===== src/design/brcsi_pkg.sv =====
package brcsi_pkg;

	localparam int CNT_W = 13;

	typedef enum logic [1:0] {
		MODE_SET    = 2'd0,
		MODE_CLEAR  = 2'd1,
		MODE_INVERT = 2'd2,
		MODE_WIPE   = 2'd3
	} mode_t;

	typedef struct packed {
		logic load;
		logic wipe;
		logic rd_en;
	} dp_cmd_t;

	typedef struct packed {
		logic col_empty;
	} dp_sts_t;

	function automatic logic [3:0] pop8(input logic [7:0] v);
		logic [3:0] n;
		n = '0;
		for (int i = 0; i < 8; i++) begin
			n = n + 4'(v[i]);
		end
		return n;
	endfunction

endpackage


===== src/design/brcsi_dp.sv =====
module brcsi_dp
	import brcsi_pkg::*;
#(
	parameter int GRID_ROWS = 64,
	parameter int GRID_COLS = 64,
	parameter int ROW_AW    = 6
) (
	input  logic              clk,
	input  logic              arst_n,
	input  dp_cmd_t           cmd,
	input  logic [ROW_AW-1:0] rd_row,
	input  logic [1:0]        mode,
	input  logic [6:0]        col_first,
	input  logic [6:0]        col_last,
	output dp_sts_t           sts,
	output logic [CNT_W-1:0]  lit_total
);

	localparam int NGRP  = (GRID_COLS + 7) / 8;
	localparam int PAD_W = NGRP * 8;
	localparam int SUM_W = $clog2(GRID_COLS + 1);

	logic [GRID_COLS-1:0] mem_q [GRID_ROWS];
	logic [GRID_ROWS-1:0] row_vld_q;

	mode_t                mode_q;
	logic [GRID_COLS-1:0] mask_q, mask_d;
	logic [6:0]           col_last_c;

	logic                 act_s1, vld_s1;
	logic [ROW_AW-1:0]    row_s1;
	logic [GRID_COLS-1:0] rdata_s1;
	logic [GRID_COLS-1:0] old_word, new_word;
	logic [PAD_W-1:0]     old_pad, new_pad;

	logic                 act_s2;
	logic [3:0]           old_pop_s2 [NGRP];
	logic [3:0]           new_pop_s2 [NGRP];
	logic [SUM_W-1:0]     old_sum, new_sum;

	logic [CNT_W-1:0]     count_q;

	assign col_last_c = (col_last >= 7'(GRID_COLS)) ? 7'(GRID_COLS - 1) : col_last;
	assign sts.col_empty = (col_first > col_last_c);

	always_comb begin
		for (int c = 0; c < GRID_COLS; c++) begin
			mask_d[c] = (7'(c) >= col_first) && (7'(c) <= col_last_c);
		end
	end

	always_ff @(posedge clk) begin
		if (cmd.load) begin
			mode_q <= mode_t'(mode);
			mask_q <= mask_d;
		end
	end

	// one row read-modify-write per cycle
	always_ff @(posedge clk) begin
		if (cmd.rd_en) begin
			rdata_s1 <= mem_q[rd_row];
		end
		if (act_s1) begin
			mem_q[row_s1] <= new_word;
		end
	end

	always_ff @(posedge clk) begin
		row_s1 <= rd_row;
		vld_s1 <= row_vld_q[rd_row];
	end

	assign old_word = vld_s1 ? rdata_s1 : '0;

	always_comb begin
		case (mode_q)
			MODE_SET:    new_word = old_word | mask_q;
			MODE_CLEAR:  new_word = old_word & ~mask_q;
			MODE_INVERT: new_word = old_word ^ mask_q;
			default:     new_word = old_word;
		endcase
	end

	assign old_pad = PAD_W'(old_word);
	assign new_pad = PAD_W'(new_word);

	always_ff @(posedge clk) begin
		for (int g = 0; g < NGRP; g++) begin
			old_pop_s2[g] <= pop8(old_pad[g*8 +: 8]);
			new_pop_s2[g] <= pop8(new_pad[g*8 +: 8]);
		end
	end

	always_comb begin
		old_sum = '0;
		new_sum = '0;
		for (int g = 0; g < NGRP; g++) begin
			old_sum = old_sum + SUM_W'(old_pop_s2[g]);
			new_sum = new_sum + SUM_W'(new_pop_s2[g]);
		end
	end

	always_ff @(posedge clk or negedge arst_n) begin
		if (!arst_n) begin
			act_s1    <= 1'b0;
			act_s2    <= 1'b0;
			row_vld_q <= '0;
			count_q   <= '0;
		end else begin
			act_s1 <= cmd.rd_en;
			act_s2 <= act_s1;
			if (cmd.wipe) begin
				row_vld_q <= '0;
				count_q   <= '0;
			end else begin
				if (act_s1) begin
					row_vld_q[row_s1] <= 1'b1;
				end
				if (act_s2) begin
					count_q <= count_q + CNT_W'(new_sum) - CNT_W'(old_sum);
				end
			end
		end
	end

	assign lit_total = count_q;

	a_wipe_idle: assert property (@(posedge clk) disable iff (!arst_n)
		cmd.wipe |-> (!act_s1 && !act_s2 && !cmd.rd_en))
		else $error("clear all while rows in flight");

	a_wipe_zero: assert property (@(posedge clk) disable iff (!arst_n)
		cmd.wipe |=> (count_q == '0 && row_vld_q == '0))
		else $error("clear all left state behind");

	a_pipe: assert property (@(posedge clk) disable iff (!arst_n)
		act_s2 |-> $past(cmd.rd_en, 2))
		else $error("count update without a row read");

endmodule

===== config.mk =====
export PLATFORM = sky130hd
export DESIGN_NAME = brcsi_dp
export DESIGN_NICKNAME = d
export VERILOG_FILES = /design/src/design/brcsi_pkg.sv /design/src/design/brcsi_dp.sv
export SDC_FILE = /design/constraint.sdc
export NUM_CORES = 2
export LEC_CHECK = 0
export BUFFER_PORTS_ARGS = -buffer_cell sky130_fd_sc_hd__buf_2
export CORE_MARGIN = 3
export CORE_UTILIZATION = 45
export DETAILED_ROUTE_END_ITERATION = 12
export PLACE_DENSITY = 0.7
export RECOVER_POWER = 100
export SLEW_MARGIN = 15
export SYNTH_ARGS = -nofsm -noshare
export SYNTH_HDL_FRONTEND = slang
export SYNTH_MEMORY_MAX_BITS = 65536
export SYNTH_SLANG_ARGS = --single-unit

===== constraint.sdc =====
create_clock -name clk -period 11.7 [get_ports clk]
set_clock_uncertainty 0.2 [all_clocks]
set_input_delay 2.34 -clock clk [delete_from_list [all_inputs] [get_ports clk]]
set_output_delay 2.34 -clock clk [all_outputs]
set_load 0.03 [all_outputs]

Word-level counts from Yosys, hierarchy flattened --
Memories as Yosys holds them, arrays and structs flattened. A register that Yosys moved wholly into a read port is not among the register bits. Cells that the tools add are included.
Storage, ports and cells: logic and storage cells 360, memories 3, flip-flop bits (word level) 152, bits in writable memories 4160
Memory list:
- mem_q | depth 64, width 64, read ports 1, clocked after memory_dff 1, wr ports 1, line brcsi_dp.sv:23 | logic [GRID_COLS-1:0] mem_q [GRID_ROWS];
- new_pop_s2 | depth 8, width 4, read ports 8, clocked after memory_dff 0, wr ports 8, line brcsi_dp.sv:38 | logic [3:0] new_pop_s2 [NGRP];
- old_pop_s2 | depth 8, width 4, read ports 8, clocked after memory_dff 0, wr ports 8, line brcsi_dp.sv:37 | logic [3:0] old_pop_s2 [NGRP];
Operators by class: reduce and logical (&&, ||, !) cells 68, eq/ne operators 2, mux-type cells 13, magnitude comparators 133, add/subtract/negate cells 128, bitwise operators 5
Operator list (number):
- adder 4 x 1 -> 4 bit | 64
- greater-or-equal comparator 6 x 7 -> 1 bit (first input constant) | 32
- <= comparator 6 x 7 -> 1 bit (first input constant) | 32
- two-way mux 64 bit | 3
- one-hot mux 64 bit (3 select lines) | 1
- bitwise OR 64 bit | 2
- greater-or-equal comparator 5 x 7 -> 1 bit (first input constant) | 16
- <= comparator 5 x 7 -> 1 bit (first input constant) | 16
- logical AND 1 bit | 65
- adder 3 x 1 -> 4 bit | 16
- bitwise AND 64 bit | 1
- inverter 64 bit | 1
- bitwise XOR 64 bit | 1
- adder 7 x 4 -> 7 bit | 8
- greater-or-equal comparator 4 x 7 -> 1 bit (first input constant) | 8
- <= comparator 4 x 7 -> 1 bit (first input constant) | 8
- adder 2 x 1 -> 3 bit | 16
- adder 1 x 1 -> 2 bit | 16
- greater-or-equal comparator 3 x 7 -> 1 bit (first input constant) | 4
- <= comparator 3 x 7 -> 1 bit (first input constant) | 4
- two-way mux 13 bit | 2
- adder 6 x 4 -> 7 bit | 2
- greater-or-equal comparator 1 x 7 -> 1 bit (first input constant) | 2
- greater-or-equal comparator 2 x 7 -> 1 bit (first input constant) | 2
- other kinds (18) | 27

Logic depth before layout (Yosys ltp) --
word-level depth 11, depth in mapped cells 22, gate-level depth less buffers 22

Least setup slack after synthesis --
OpenSTA, ideal clock, no wires.
kind input to output, start in col_last[6], end out sts, setup slack 5.349 ns, cell stages on the path 7, data required time 9.160 ns, arrival 3.811 ns, cell sequence clkbuf_1 > clkbuf_1 > nor2_1 > ha_1 > a21oi_1 > o21ai_0 > o22a_1
On the way: cells in the longest elaborated chain, start to end 3
Ends and longest elaborated chain:
- start: declaration | line brcsi_dp.sv:14 | input logic [6:0] col_last,
- greater-or-equal comparator 7 bit | line brcsi_dp.sv:43 | assign col_last_c = (col_last >= 7'(GRID_COLS)) ? 7'(GRID_COLS - 1) : col_last;
- two-way mux 7 bit * | line brcsi_dp.sv:43
- > comparator 7 bit * | line brcsi_dp.sv:44 | assign sts.col_empty = (col_first > col_last_c);
- end: declaration | line brcsi_dp.sv:15 | output dp_sts_t sts,
Every way passes the cells marked *; elsewhere a longest branch is shown, timed or not.

==> impl_metrics.yaml <==
outcome:
  status: "finished with violations"
  violations: "max-capacitance violations, max-slew violations"
yosys:
  synth_fa_ha_area_frac: 0.0295
  ys_ff_latch: 4376
  synth_xor_area_frac: 0.00126
  synth_flop_cell: "edfxtp_1"
  synthTopCellsByArea: "edfxtp_1 (73%), mux4_2 (14%), ha_1 (1.5%)"
  synth_top_family_by_area: "multiplexers"
  synth_compound_area_frac: 0.0351
  synth_nets: 8668
  synth_commonest_cells: "edfxtp_1 (4226), mux4_2 (1067), inv_1 (396), nor2_1 (291), a21oi_1 (266)"
  syn_area_per_cell_um2: 20.9
  ys.warnings.count: 0
  synth-seq-area-share: 0.751
  synth_area_leader_cell: "edfxtp_1"
  synthCells: 8307
  synth.area.mux_share: 0.147
  synthSimpleGateAreaFrac: 0.0150
  yosysTopAreaCellShare: 0.731
  synth.most_common_cell: "edfxtp_1"
  async_flop_share: 0.0181
  synth_cell_types: 55
  syn_area_um2: 174000
  synth-edff-count: 4226
critical_path:
  worst_setup_path_start_kind: "input pin"
  required_ps: 12200
  end_kind: "flip-flop"
  path_max_fanout: 25
  reg2regPathDepth: 4
  crit_end: "rdata_s1[7]$_DFFE_PP_"
  startpoint: "rd_row[4]"
  rrSetupSlack_ps: 2670
  rr_startpoint: "act_s1$_DFF_PN0_"
  arrival_ps: 9900
  r2r_end: "mem_q[23][36]$_DFFE_PP_"
  criticalPathCategory: "input pin to flip-flop"
clocking:
  cts_tree: "yes"
  htreeDepth: 5
  cts_buffers: 417
  cts_setup_buffers: 0
  clock_latency_ps: 980
  cts_buffer_depth: 4
  clockRootBuffer: "clkbuf_16"
  postCtsHoldBufs: 0
  cts.reportedPaths.clkPinSlew_ps: 60
  cts_resized: 0
  cts.sinks: 4376
timing:
  drv_slew: 8251
  min_period_over_period: 0.803
  finalCriticalPeriod_ps: 9400
  rsz0062_at_grt: "no"
  max-slew-margin-rel: -4.10
  fmax_mhz: 106
  finalSetupViolCount: 0
  worst_pin_slew_ps: 7650
  setup-tns-final_ps: 0
  timing.final.hold_violations: 0
floorplan:
  fp.dieH_um: 627
  io_pins: 41
  die_area_um2: 393000
  core-area_um2: 383000
  die_w_um: 627
  initial_core_util: 0.453
  rows: 227
global_routing:
  grt_pass1_wl_um: 685000
  overflow: 0
  grt_max_degree: 176
  grt_antenna_before_repair: 18
  grtUsageTotal: 0.247
  grt_pass1_vias: 88700
placement:
  io_buffers: 40
  hpwlAfterDp_um: 267000
  place.gp.congestion: 0.900
routing:
  wl_per_cell_um: 34.8
  vias: 89200
  drt_first_pass_iters: 6
  ant_nets: 0
  viasPerCell: 6.38
  detail_route.wirelength_um: 487000
  drtIter0Drc: 13800
  drcViolationCount: 0
hold_path:
  worstHoldPathType: "flip-flop to flip-flop"
  worstHoldStart: "row_vld_q[23]$_DFFE_PN0P_"
cells_and_area:
  nNetsFinal: 8947
  drive_gt1_frac: 0.207
  syn2layout_area_growth_pct: 11.5
power:
  powerDensity_nw_per_um2: 208
  p_total_w: 0.0403
  vdd_drop_max_uv: 1140
  leakage_nw: 62.7
flow_run:
  max_cap_viol_count: 222
-- per-stage QoR --
stage               cell area, µm²  std cells  hold slack [ps]  utilization  worst slack (ps)
detailed placement          181000      13200              282        0.472              4900
global route                193000      14000              317        0.505              2390
global placement            181000      13200              273        0.472              4760
floorplan                   174000       8307              227            -              5350
CTS                         195000      14000              295        0.508              4890
finish                      194000      14000              295        0.505              2300
-- cells by family (layout without fill, tap and decap cells) --
| group | after synthesis | in the layout |
|---|---|---|
| adders and majority gates | 334 | 334 |
| DFF | 4376 | 4376 |
| AOI/OAI and AO/OA | 900 | 900 |
| buffers and inverters | 846 | 1475 |
| xor gates and xnor gates | 25 | 25 |
| and+or+nand+nor | 614 | 614 |
| muxes | 1211 | 1211 |
| other | 1 | 8 |
-- power by group --
part,leakage [nW],switching [W],internal [W]
Sequential,40.0,0.000155,0.0181
Clock,6.68,0.00579,0.00773
Combinational,16.0,0.00518,0.00336
Total,62.7,0.0111,0.0292
-- how the worst min path moves through the flow --
stage               depth (start not counted)  slack (ps)                   endpoint
CTS                                         2         290  row_vld_q[51]$_DFFE_PN0P_
detailed placement                          2         280  row_vld_q[51]$_DFFE_PN0P_
global placement                            2         270  row_vld_q[14]$_DFFE_PN0P_
floorplan                                   0         230           act_s2$_DFF_PN0_
global route                                2         320  row_vld_q[54]$_DFFE_PN0P_
finish                                      2         290  row_vld_q[23]$_DFFE_PN0P_
-- placed cells by master (no fill, tap or decap), drive strengths merged, types with 6 or more instances in the layout --
cell type / count
buf: 90
inv: 401
nand2: 189
or2: 12
clkbuf: 727
a221oi: 136
nor2: 291
nand2b: 19
mux2i: 141
clkinv: 195
o221ai: 90
and3: 15
diode: 7
dfrtp: 79
nor3: 19
nor2b: 31
a21o: 6
mux4: 1067
o22ai: 81
xnor2: 13
a22o: 70
o21a: 10
bufinv: 46
fa: 126
edfxtp: 4226
a22oi: 13
ha: 208
or3: 9
nand3: 15
dfxtp: 71
o211a: 23
clkinvlp: 16
a211oi: 44
o21ai: 139
xor2: 12
a21oi: 266
-- final cells by class --
class                      instances  area (µm²)
timing repair buffer             310        1740
antenna                            7        17.5
multi-input combinational       3085       40000
clock buffer                     507       11000
sequential                      4376      130000
clock inverter                   262        2620
fill                           29600      190000
inverter                         396        1490
tap                             5038        6300
-- registers in the layout, indices dropped and copies added, names as in the netlist --
signal and cells:
act_s1 1, act_s2 1, lit_total 13, mask_q 64, mem_q 4096, mode_q 2, new_pop_s2 32, old_pop_s2 32
rdata_s1 64, row_s1 6, row_vld_q 64, vld_s1 1
-- worst max-delay path, stage by stage --
cell,delay [ps]
clkbuf_1,2080
clkbuf_1,2030
nand2b_1,1440
clkbuf_1,850
a221oi_1,480
o21ai_0,270
o211a_1,220
-- metal layers --
metal / routed length, µm / part of all wire / track usage / vias to the layer above
li1: - / - / - / 34600
met1: 173000 / 0.36 / 0.333 / 47400
met2: 229000 / 0.47 / 0.392 / 6152
met3: 61200 / 0.13 / 0.0612 / 1088
met4: 23400 / 0.048 / 0.0927 / 4
met5: 89 / 0.00018 / 0 / -
(Power assumes the default switching activity.)
