--- config.mk ---
export PLATFORM = sky130hd
export DESIGN_NAME = brcsi_ctrl
export DESIGN_NICKNAME = d
export VERILOG_FILES = /design/src/design/brcsi_pkg.sv /design/src/design/brcsi_ctrl.sv
export SDC_FILE = /design/constraint.sdc
export NUM_CORES = 1
export LEC_CHECK = 0
export BUFFER_PORTS_ARGS = -buffer_cell sky130_fd_sc_hd__buf_2
export CAP_MARGIN = 40
export CORE_MARGIN = 5
export CORE_UTILIZATION = 50
export CTS_CLUSTER_DIAMETER = 120
export DETAILED_ROUTE_END_ITERATION = 12
export PLACE_DENSITY = 0.77
export SLEW_MARGIN = 20
export SYNTH_ARGS = -nofsm -noshare
export SYNTH_HDL_FRONTEND = slang
export SYNTH_SLANG_ARGS = --single-unit
--- constraint.sdc ---
create_clock -name clk -period 2.4 [get_ports clk]
set_clock_uncertainty 0.1 [all_clocks]
set_input_delay 0.12 -clock clk [delete_from_list [all_inputs] [get_ports clk]]
set_output_delay 0.12 -clock clk [all_outputs]
set_load 0.01 [all_outputs]
--- src/design/brcsi_pkg.sv ---
package brcsi_pkg;

	localparam int CNT_W = 13;

	typedef enum logic [1:0] {
		MODE_SET    = 2'd0,
		MODE_CLEAR  = 2'd1,
		MODE_INVERT = 2'd2,
		MODE_WIPE   = 2'd3
	} mode_t;

	typedef struct packed {
		logic load;
		logic wipe;
		logic rd_en;
	} dp_cmd_t;

	typedef struct packed {
		logic col_empty;
	} dp_sts_t;

	function automatic logic [3:0] pop8(input logic [7:0] v);
		logic [3:0] n;
		n = '0;
		for (int i = 0; i < 8; i++) begin
			n = n + 4'(v[i]);
		end
		return n;
	endfunction

endpackage

--- src/design/brcsi_ctrl.sv ---
module brcsi_ctrl
	import brcsi_pkg::*;
#(
	parameter int GRID_ROWS = 64,
	parameter int ROW_AW    = 6
) (
	input  logic              clk,
	input  logic              arst_n,
	input  logic              start,
	input  logic [1:0]        mode,
	input  logic [6:0]        row_first,
	input  logic [6:0]        row_last,
	input  dp_sts_t           sts,
	output dp_cmd_t           cmd,
	output logic [ROW_AW-1:0] rd_row,
	output logic              busy,
	output logic              done
);

	typedef enum logic [3:0] {
		ST_IDLE  = 4'b0001,
		ST_SWEEP = 4'b0010,
		ST_FLUSH = 4'b0100,
		ST_DONE  = 4'b1000
	} state_t;

	state_t            state_q, state_d;
	logic              flush_q;
	logic [ROW_AW-1:0] row_q, last_q;
	logic [8:0]        row_last_c;
	logic              accept, wipe, row_empty, empty_cmd;

	assign accept     = start && (state_q == ST_IDLE);
	assign wipe       = (mode_t'(mode) == MODE_WIPE);
	assign row_last_c = ({2'b00, row_last} >= 9'(GRID_ROWS)) ? 9'(GRID_ROWS - 1)
	                                                          : {2'b00, row_last};
	assign row_empty  = ({2'b00, row_first} > row_last_c);
	assign empty_cmd  = wipe || row_empty || sts.col_empty;

	always_comb begin
		state_d = state_q;
		unique case (state_q)
			ST_IDLE: begin
				if (accept) begin
					state_d = empty_cmd ? ST_DONE : ST_SWEEP;
				end
			end
			ST_SWEEP: begin
				if (row_q == last_q) begin
					state_d = ST_FLUSH;
				end
			end
			ST_FLUSH: begin
				if (flush_q) begin
					state_d = ST_DONE;
				end
			end
			ST_DONE: begin
				state_d = ST_IDLE;
			end
			default: begin
				state_d = ST_IDLE;
			end
		endcase
	end

	always_ff @(posedge clk or negedge arst_n) begin
		if (!arst_n) begin
			state_q <= ST_IDLE;
			flush_q <= 1'b0;
		end else begin
			state_q <= state_d;
			if (state_q == ST_SWEEP) begin
				flush_q <= 1'b0;
			end else if (state_q == ST_FLUSH) begin
				flush_q <= 1'b1;
			end
		end
	end

	always_ff @(posedge clk) begin
		if (accept) begin
			row_q  <= ROW_AW'(row_first);
			last_q <= ROW_AW'(row_last_c);
		end else if (state_q == ST_SWEEP) begin
			row_q <= row_q + 1'b1;
		end
	end

	assign cmd.load  = accept && !wipe;
	assign cmd.wipe  = accept && wipe;
	assign cmd.rd_en = (state_q == ST_SWEEP);
	assign rd_row    = row_q;
	assign busy      = (state_q != ST_IDLE);
	assign done      = (state_q == ST_DONE);

	a_done_pulse: assert property (@(posedge clk) disable iff (!arst_n)
		done |=> !done) else $error("done held longer than one cycle");

	a_wipe_fast: assert property (@(posedge clk) disable iff (!arst_n)
		cmd.wipe |=> done) else $error("clear all did not finish next cycle");

	a_sweep_range: assert property (@(posedge clk) disable iff (!arst_n)
		(state_q == ST_SWEEP && row_q != last_q) |=> (state_q == ST_SWEEP))
		else $error("sweep left before last row");

endmodule

# --- Yosys cells after proc, flatten, opt, wreduce, memory -nomap -nowiden ---
# Index checks and enable logic that the tools add are counted.
word_totals:
  reg_bits: 17
  in_bits: 20
  wordCells: 36
classes:
  n_addsub: 1
  order_cmp: 2
  eq_ne: 10
  mux: 10
  n_reduce_logical: 9
ops:
  columns: ["cell", "count"]
  rows:
  - ["4-bit 2-to-1 mux", 4]
  - ["6-bit 2-to-1 mux", 2]
  - ["4-bit one-hot mux with 3 select lines", 1]
  - ["7-bit greater-or-equal comparator, second input constant", 1]
  - ["7-bit greater-than comparator", 1]
  - ["7-bit 2-to-1 mux", 1]
  - ["6-bit by 1-bit adder with 6-bit output, second input constant", 1]
  - ["6-bit equality test", 1]
  - ["4-bit by 1-bit equality test with 1-bit output, second input constant", 1]
  - ["4-bit by 2-bit equality test with 1-bit output, second input constant", 1]
  - ["4-bit by 3-bit equality test with 1-bit output, second input constant", 1]
  - ["4-bit equality test, second input constant", 1]
  - ["2-bit inequality test, second input constant", 2]
  - ["4-bit by 1-bit inequality test with 1-bit output, second input constant", 1]
  - ["2-bit nonzero test", 2]
  - ["1-bit logical AND", 3]
  - ["3-bit AND reduction", 1]
  - ["2-bit equality test, second input constant", 1]
  - ["1-bit logical OR", 2]
  - ["1-bit 2-to-1 mux", 2]
  - ["2-bit by 1-bit inequality test with 1-bit output, second input constant", 1]
  - ["1-bit zero test", 1]

# --- Depth between registers and ports, before layout ---
# Gate-level depths: netlist (run 1).
depth:
  ltp_word: 8
  depth_mapped: 7
  ltp_nobuf: 7

# --- Worst setup path before layout (run 1) ---
# No wires, ideal clock.
synth_timing:
  path_type: "reg-to-reg"
  startpoint: "register state_q[0]"
  endpoint: "register row_q[0] (netlist: rd_row[0]) (enable)"
  setup_time_ns: 0.318
  t_arrival_ns: 1.338
  t_required_ns: 1.982
  path_slack_ns: 0.644
  stages_incl_launch_ff: 6
  n_path_buf: 2
  cell_sequence: "dfstp_2 buf_4 nor4b_4 nand2_1 buf_4 nand2_1"
synth_via:
  elab_chain_len: 3
  word_cells_on_any_way: 4
  classes_between: "2 x eq/ne; 2 x reduce/logical"
synth_lines:
  columns: ["element", "line_no", "text"]
  rows:
  - ["from (decl)", "brcsi_ctrl.sv:27", "state_t state_q, state_d;"]
  - ["from (signal assigned)", "brcsi_ctrl.sv:72", "state_q <= state_d;"]
  - ["4-bit by 1-bit equality test with 1-bit output", "brcsi_ctrl.sv:33", "assign accept = start && (state_q == ST_IDLE);"]
  - ["1-bit logical AND", "brcsi_ctrl.sv:33", null]
  - ["2-bit nonzero test (no line) *", null, null]
  - ["to (signal assigned)", "brcsi_ctrl.sv:83", "row_q <= ROW_AW'(row_first);"]
  - ["to (signal assigned)", "brcsi_ctrl.sv:86", "row_q <= row_q + 1'b1;"]
  - ["to (decl)", "brcsi_ctrl.sv:29", "logic [ROW_AW-1:0] row_q, last_q;"]
# Every way passes the cells marked *; elsewhere a longest branch is shown, timed or not.
# A chain may end at the register's enable or synchronous reset.

==> flow_metrics.tcl, run 1 <==
set metrics [dict create \
    status "completed" \
    timing.fmax_mhz 455 \
    layout_commonest_cell "buf_2" \
    io_pins 31 \
    clkSinkCount 17 \
    final_max_slew_viol_count 0 \
    start_kind "flop" \
    period_share 0.916 \
    postRouteAntennaNets 0 \
    layout-drive-gt1-share 0.307 \
    fin_nets 179 \
    mostFrequentLayoutCells "buf_2 (30), nor2_1 (12), a21oi_1 (12), edfxtp_1 (12), inv_1 (9)" \
    synth_area_leaders "edfxtp_1 (32%), dfrtp_1 (8.9%), ha_1 (8.9%)" \
    hold_class "input pin to flop" \
    synth_fa_ha_area_frac 0.0887 \
    synth_cell_types 33 \
    first_pass_iters 4 \
    port-buffer-count 30 \
    worst_ep_arrival_time_ns 1.98 \
    end_kind "primary output" \
    hold_ws_ns 0.00180 \
    grt_pass1_vias 937 \
    cpMaxStageDelayCell "dfstp_2" \
    start_util 0.515 \
    syn_inst 114 \
    cts_root_buf "clkbuf_4" \
    synth_compound_area_frac 0.130 \
    hold_viol 0 \
    pre_cts_ws_ns 0.322 \
    synth_top_area_cell "edfxtp_1" \
    htreeDepth 1 \
    timing.final.crit_period_ns 2.20 \
    setup_slack_ns 0.202 \
    crit_chain "nor4b_4, nand2_2, inv_2, and3_1, buf_2" \
    cts.reportedPaths.clkPinSlew_ns 0.11 \
    vdd_drop_max_mv 0.581 \
    dieHeight_um 57.5 \
    grt_max_degree 15 \
    routabilityCongestion 0.766 \
    grt_pass1_wl_mm 4.21 \
    critPathMaxStageDelay_ns 0.63 \
    synth_top_area_frac 0.319 \
    yosys.area_share.simple 0.206 \
    synth_top_family_by_area "simple AND/OR/NAND/NOR gates" \
    placementRows 17 \
    core_area_um2 2190 \
    cts_made_buffers 3 \
    grt_usage 0.165 \
    leakagePower_nw 0.633 \
    dr_total_vias 936 \
    final_util 0.625 \
    wl_per_cell_um 14.1 \
    synth_xor_area_frac 0.0776 \
    hpwl_mm 1.99 \
    setup_viol_count_final 0 \
    maxCapViolCount 0 \
    synthMuxAreaShare 0.00998 \
    die_area_um2 3310 \
    synth_seq_area_share 0.431 \
    reg2reg_setup_slack_ns 0.53 \
    cts.path.max_buffers 2 \
    crit_type "flop to primary output" \
    overflow 0 \
    tns_ns 0 \
    crit_fanout 14 \
    cts_tree "yes" \
    yosys_warnings 0 \
    rsz0062_at_grt "no" \
    drc 0 \
    cellPowerDensity_nw_per_um2 853 \
    totalWireLength_mm 2.50 \
    diodes 0 \
    synth-seq-cells 17 \
    insertion_delay_ns 0.29 \
    syn2layout_area_growth_pct 21.4 \
    first_iter_violations 19 \
    die_w_um 57.5 \
    antenna_found_initial 0 \
    syn-cell-area_um2 1130 \
    cp.required_ns 2.18 \
    avgSynthCellArea_um2 9.90 \
    syn-num-nets 142 \
    viasPerCell 5.26 \
]
-- logic make-up (layout without fill, tap and decap cells) --
| logic type | count (synthesis) | after routing |
|---|---|---|
| and+or+nand+nor | 39 | 39 |
| other | 1 | 1 |
| muxes | 1 | 1 |
| DFF | 17 | 17 |
| buffers and inverters | 13 | 49 |
| xor gates and xnor gates | 10 | 10 |
| AOI/OAI and AO/OA | 25 | 25 |
| adders and majority gates | 8 | 8 |
-- state kept, by name, summed over array words and instances, names as in the netlist --
signal   count
flush_q      1
rd_row       6
last_q       6
state_q      4
-- power breakdown --
group | internal (W) | total (W) | switching, W | leakage, nW
combinational | 0.000222 | 0.000471 | 0.000249 | 0.445
clock | 0.0000646 | 0.000155 | 0.0000907 | 0.0150
sequential | 0.000434 | 0.000543 | 0.000108 | 0.173
-- routing by layer --
layer  global-route usage  up-vias  routed length (um)
met2                0.285       28                1310
met1                0.197      434                1060
met3               0.0339        2                  96
li1                     -      472                   -
met4               0.0728        0                  36
met5                    0        -                   0
-- worst paths after layout --
path,startpoint,end,cells past startpoint
max reg2reg,state_q[0],rd_row[1],3
min in group asynchronous,arst_n,flush_q,2
min,row_last[0],last_q[0],2
min reg2reg,flush_q,flush_q,2
max in group asynchronous,arst_n,state_q[0],2
max,state_q[0],cmd[1],5
-- timing repair --
item / CTS / global route
hold endpoints to repair: 8 / 1
gates resized for setup: 1 / 1
hold buffers: 4 / 1
endpoints found under the setup margin: 1 / 1
gates cloned: 0 / 0
setup buffers: 0 / 0
-- cell usage after synthesis --
master	count
o21ai_0	7
or3_4	1
nand2b_4	1
nor2_1	12
nand4_1	1
or2_2	4
a21oi_2	1
conb_1	1
inv_1	10
buf_4	3
nand3_1	3
dfrtp_1	4
o211ai_1	1
and3_1	1
edfxtp_1	12
a31oi_1	1
ha_1	8
nor4b_1	1
a31o_1	1
o21a_1	1
nor2b_1	1
nor4b_4	1
xor2_1	8
nand2_1	6
mux2_2	1
dfstp_2	1
a211oi_2	1
a21oi_1	12
xnor2_1	2
nand3b_1	2
nor4_1	1
nor3_1	1
nor3b_1	3
-- through the flow --
stage / total power (W) / instances / instance area [um2]
after floorplan: 0.000866 / 114 / 1130
after CTS: 0.00117 / 177 / 1360
after global placement: 0.000987 / 169 / 1290
after global routing: 0.00125 / 178 / 1370
final: 0.00117 / 178 / 1370
after detailed placement: 0.00101 / 169 / 1290
-- layout make-up --
cell class	instances	area, um2
Clock buffer	4	26.3
Fill cell	186	821
Inverter	10	37.5
Multi-Input combinational cell	84	584
Sequential cell	17	487
Tap cell	28	35.0
Timing Repair Buffer	35	200
-- worst max-delay path, delay by kind of cell, from the launching register on --
family                 cells  cell delay, ns
buffers and inverters      2            0.33
and+or+nand+nor            3            0.72
DFF                        1            0.63
Power figures use the tool's default switching activity.
==> run 2: changes to the inputs <==
==> constraint.sdc (replaced) <==
create_clock -name clk -period 2.4 [get_ports clk]
set_clock_uncertainty 0.1 [all_clocks]
set_input_delay 0.48 -clock clk [delete_from_list [all_inputs] [get_ports clk]]
set_output_delay 0.48 -clock clk [all_outputs]
set_load 0.01 [all_outputs]
==> run 2 against run 1 <==
Die area unchanged; clock power about the same; non-clock buffer count unchanged; utilization down 0.57 points; combinational power up 8.5%.
==> flow_metrics.tcl, run 2 (same netlist as run 1, synthesis figures left out) <==
set metrics [dict create \
    htreeDepth 1 \
    stdcell_area_um2 1360 \
    layout_commonest_cell "buf_2" \
    busiest_layer "met2" \
    first_iter_violations 21 \
    critPathMaxStageDelay_ns 0.64 \
    cts_tree "yes" \
    whs_path_depth 3 \
    postRouteAntennaNets 0 \
    syn2layout_area_growth_pct 20.3 \
    cp.required_ns 1.82 \
    setup_viol_count_final 0 \
    crit_fanout 10 \
    grtUsageMet2 0.285 \
    worstSetupPathDepth 5 \
    cts.reportedPaths.clkPinSlew_ns 0.11 \
    rsz0062_at_grt "no" \
    hold_class "input pin to flop" \
    first_pass_iters 4 \
    leakagePower_nw 0.637 \
    layout-drive-gt1-share 0.320 \
    worst_ep_arrival_time_ns 1.69 \
    mostFrequentLayoutCells "buf_2 (30), nor2_1 (12), a21oi_1 (12), edfxtp_1 (12), inv_1 (10)" \
    cpMaxStageDelayCell "dfstp_2" \
    routabilityCongestion 0.844 \
    totalWireLength_mm 2.53 \
    io_pins 31 \
    start_util 0.515 \
    hold_viol 0 \
    viasPerCell 5.38 \
    worst-path-buf-inv 2 \
    start_kind "flop" \
    grt_pass1_wl_mm 4.22 \
    cellPowerDensity_nw_per_um2 891 \
    placementRows 17 \
    cts_made_buffers 3 \
    grt_usage 0.165 \
    dieHeight_um 57.5 \
    tns_ns 0 \
    maxCapViolCount 0 \
    end_kind "primary output" \
    vdd_drop_max_mv 0.478 \
    cts.path.max_buffers 2 \
    hpwl_mm 2.04 \
    grtUsageMet3 0.0294 \
    period_share 0.947 \
    crit_path_start "state_q[0]" \
    grt_max_degree 13 \
    critPathTopFamily "flip-flops" \
    placed_area_um2 1310 \
    r2r_cells 4 \
    rr_endpoint "rd_row[1]" \
    finalPower_w 0.00121 \
    final.fill_count 192 \
    insertion_delay_ns 0.30 \
    worst_r2r_startpoint "state_q[0]" \
    die_w_um 57.5 \
    final_max_slew_viol_count 0 \
    clkSinkCount 17 \
    timing.fmax_mhz 440 \
    antenna_found_initial 0 \
    cts_root_buf "clkbuf_4" \
    reg2reg_setup_slack_ns 0.53 \
    fin_nets 179 \
    drc 0 \
    overflow 0 \
    die_area_um2 3310 \
    cp-endpoint "cmd[1]" \
    port-buffer-count 30 \
    crit_chain "nor4b_4, nand2_1, inv_1, and3_1, buf_2" \
    grt_pass1_vias 969 \
    grt_util_met1 0.199 \
    dr_total_vias 958 \
    hold_start "row_last[5]" \
    status "completed" \
    wl_per_cell_um 14.2 \
    crit_type "flop to primary output" \
    timing.final.crit_period_ns 2.27 \
    diodes 0 \
    core_area_um2 2190 \
]
[run 2: cell type report]
type	count	area (um2)	share of cell area
repair buffers	35	190	0.140
well taps	28	35.0	0.0258
flip-flops and latches	17	487	0.359
multi-input cells	84	582	0.429
inverters	10	37.5	0.0276
clock buffers	4	26.3	0.0194
[run 2: worst register-to-register path: stages (launching register included)]
cell and delay (ns):
dfstp_2 0.64, nor4b_4 0.27, nand2_1 0.14, buf_4 0.20
mux2_2 0.28
[run 2: report_power, final]
part	internal (W)	switching [W]	total, W	leakage (nW)
sequential	0.000434	0.000109	0.000543	0.173
clock	0.0000647	0.0000916	0.000156	0.0150
combinational	0.000256	0.000255	0.000511	0.449
[run 2: metal layers]
layer,part of all wire,vias up
met4,0.029,0
li1,-,473
met5,0,-
met1,0.41,456
met3,0.042,7
met2,0.52,22
[run 2: stage by stage]
stage / std cells / hold slack [ns] / worst slack, ns / util
floorplan: 114 / 0.0844 / 0.402 / -
global placement: 171 / 0.206 / 0.467 / 0.596
detailed placement: 171 / 0.207 / 0.392 / 0.596
CTS: 176 / 0.351 / 0.0836 / 0.613
global route: 178 / 0.351 / 0.0396 / 0.620
finish: 178 / 0.356 / 0.127 / 0.620
[run 2: how the worst min path moves through the flow]
stage / end
finish: last_q[5]
global route: last_q[2]
CTS: last_q[5]
detailed placement: flush_q
global placement: flush_q
floorplan: flush_q
[run 2: repair_timing]
action | 4_1_cts | 5_1_grt
hold buffers | 1 | 0
endpoints found under the hold margin | 4 | 0
gates resized for setup | 0 | 0
setup endpoints to repair | 0 | 1
buffers inserted | 0 | 2
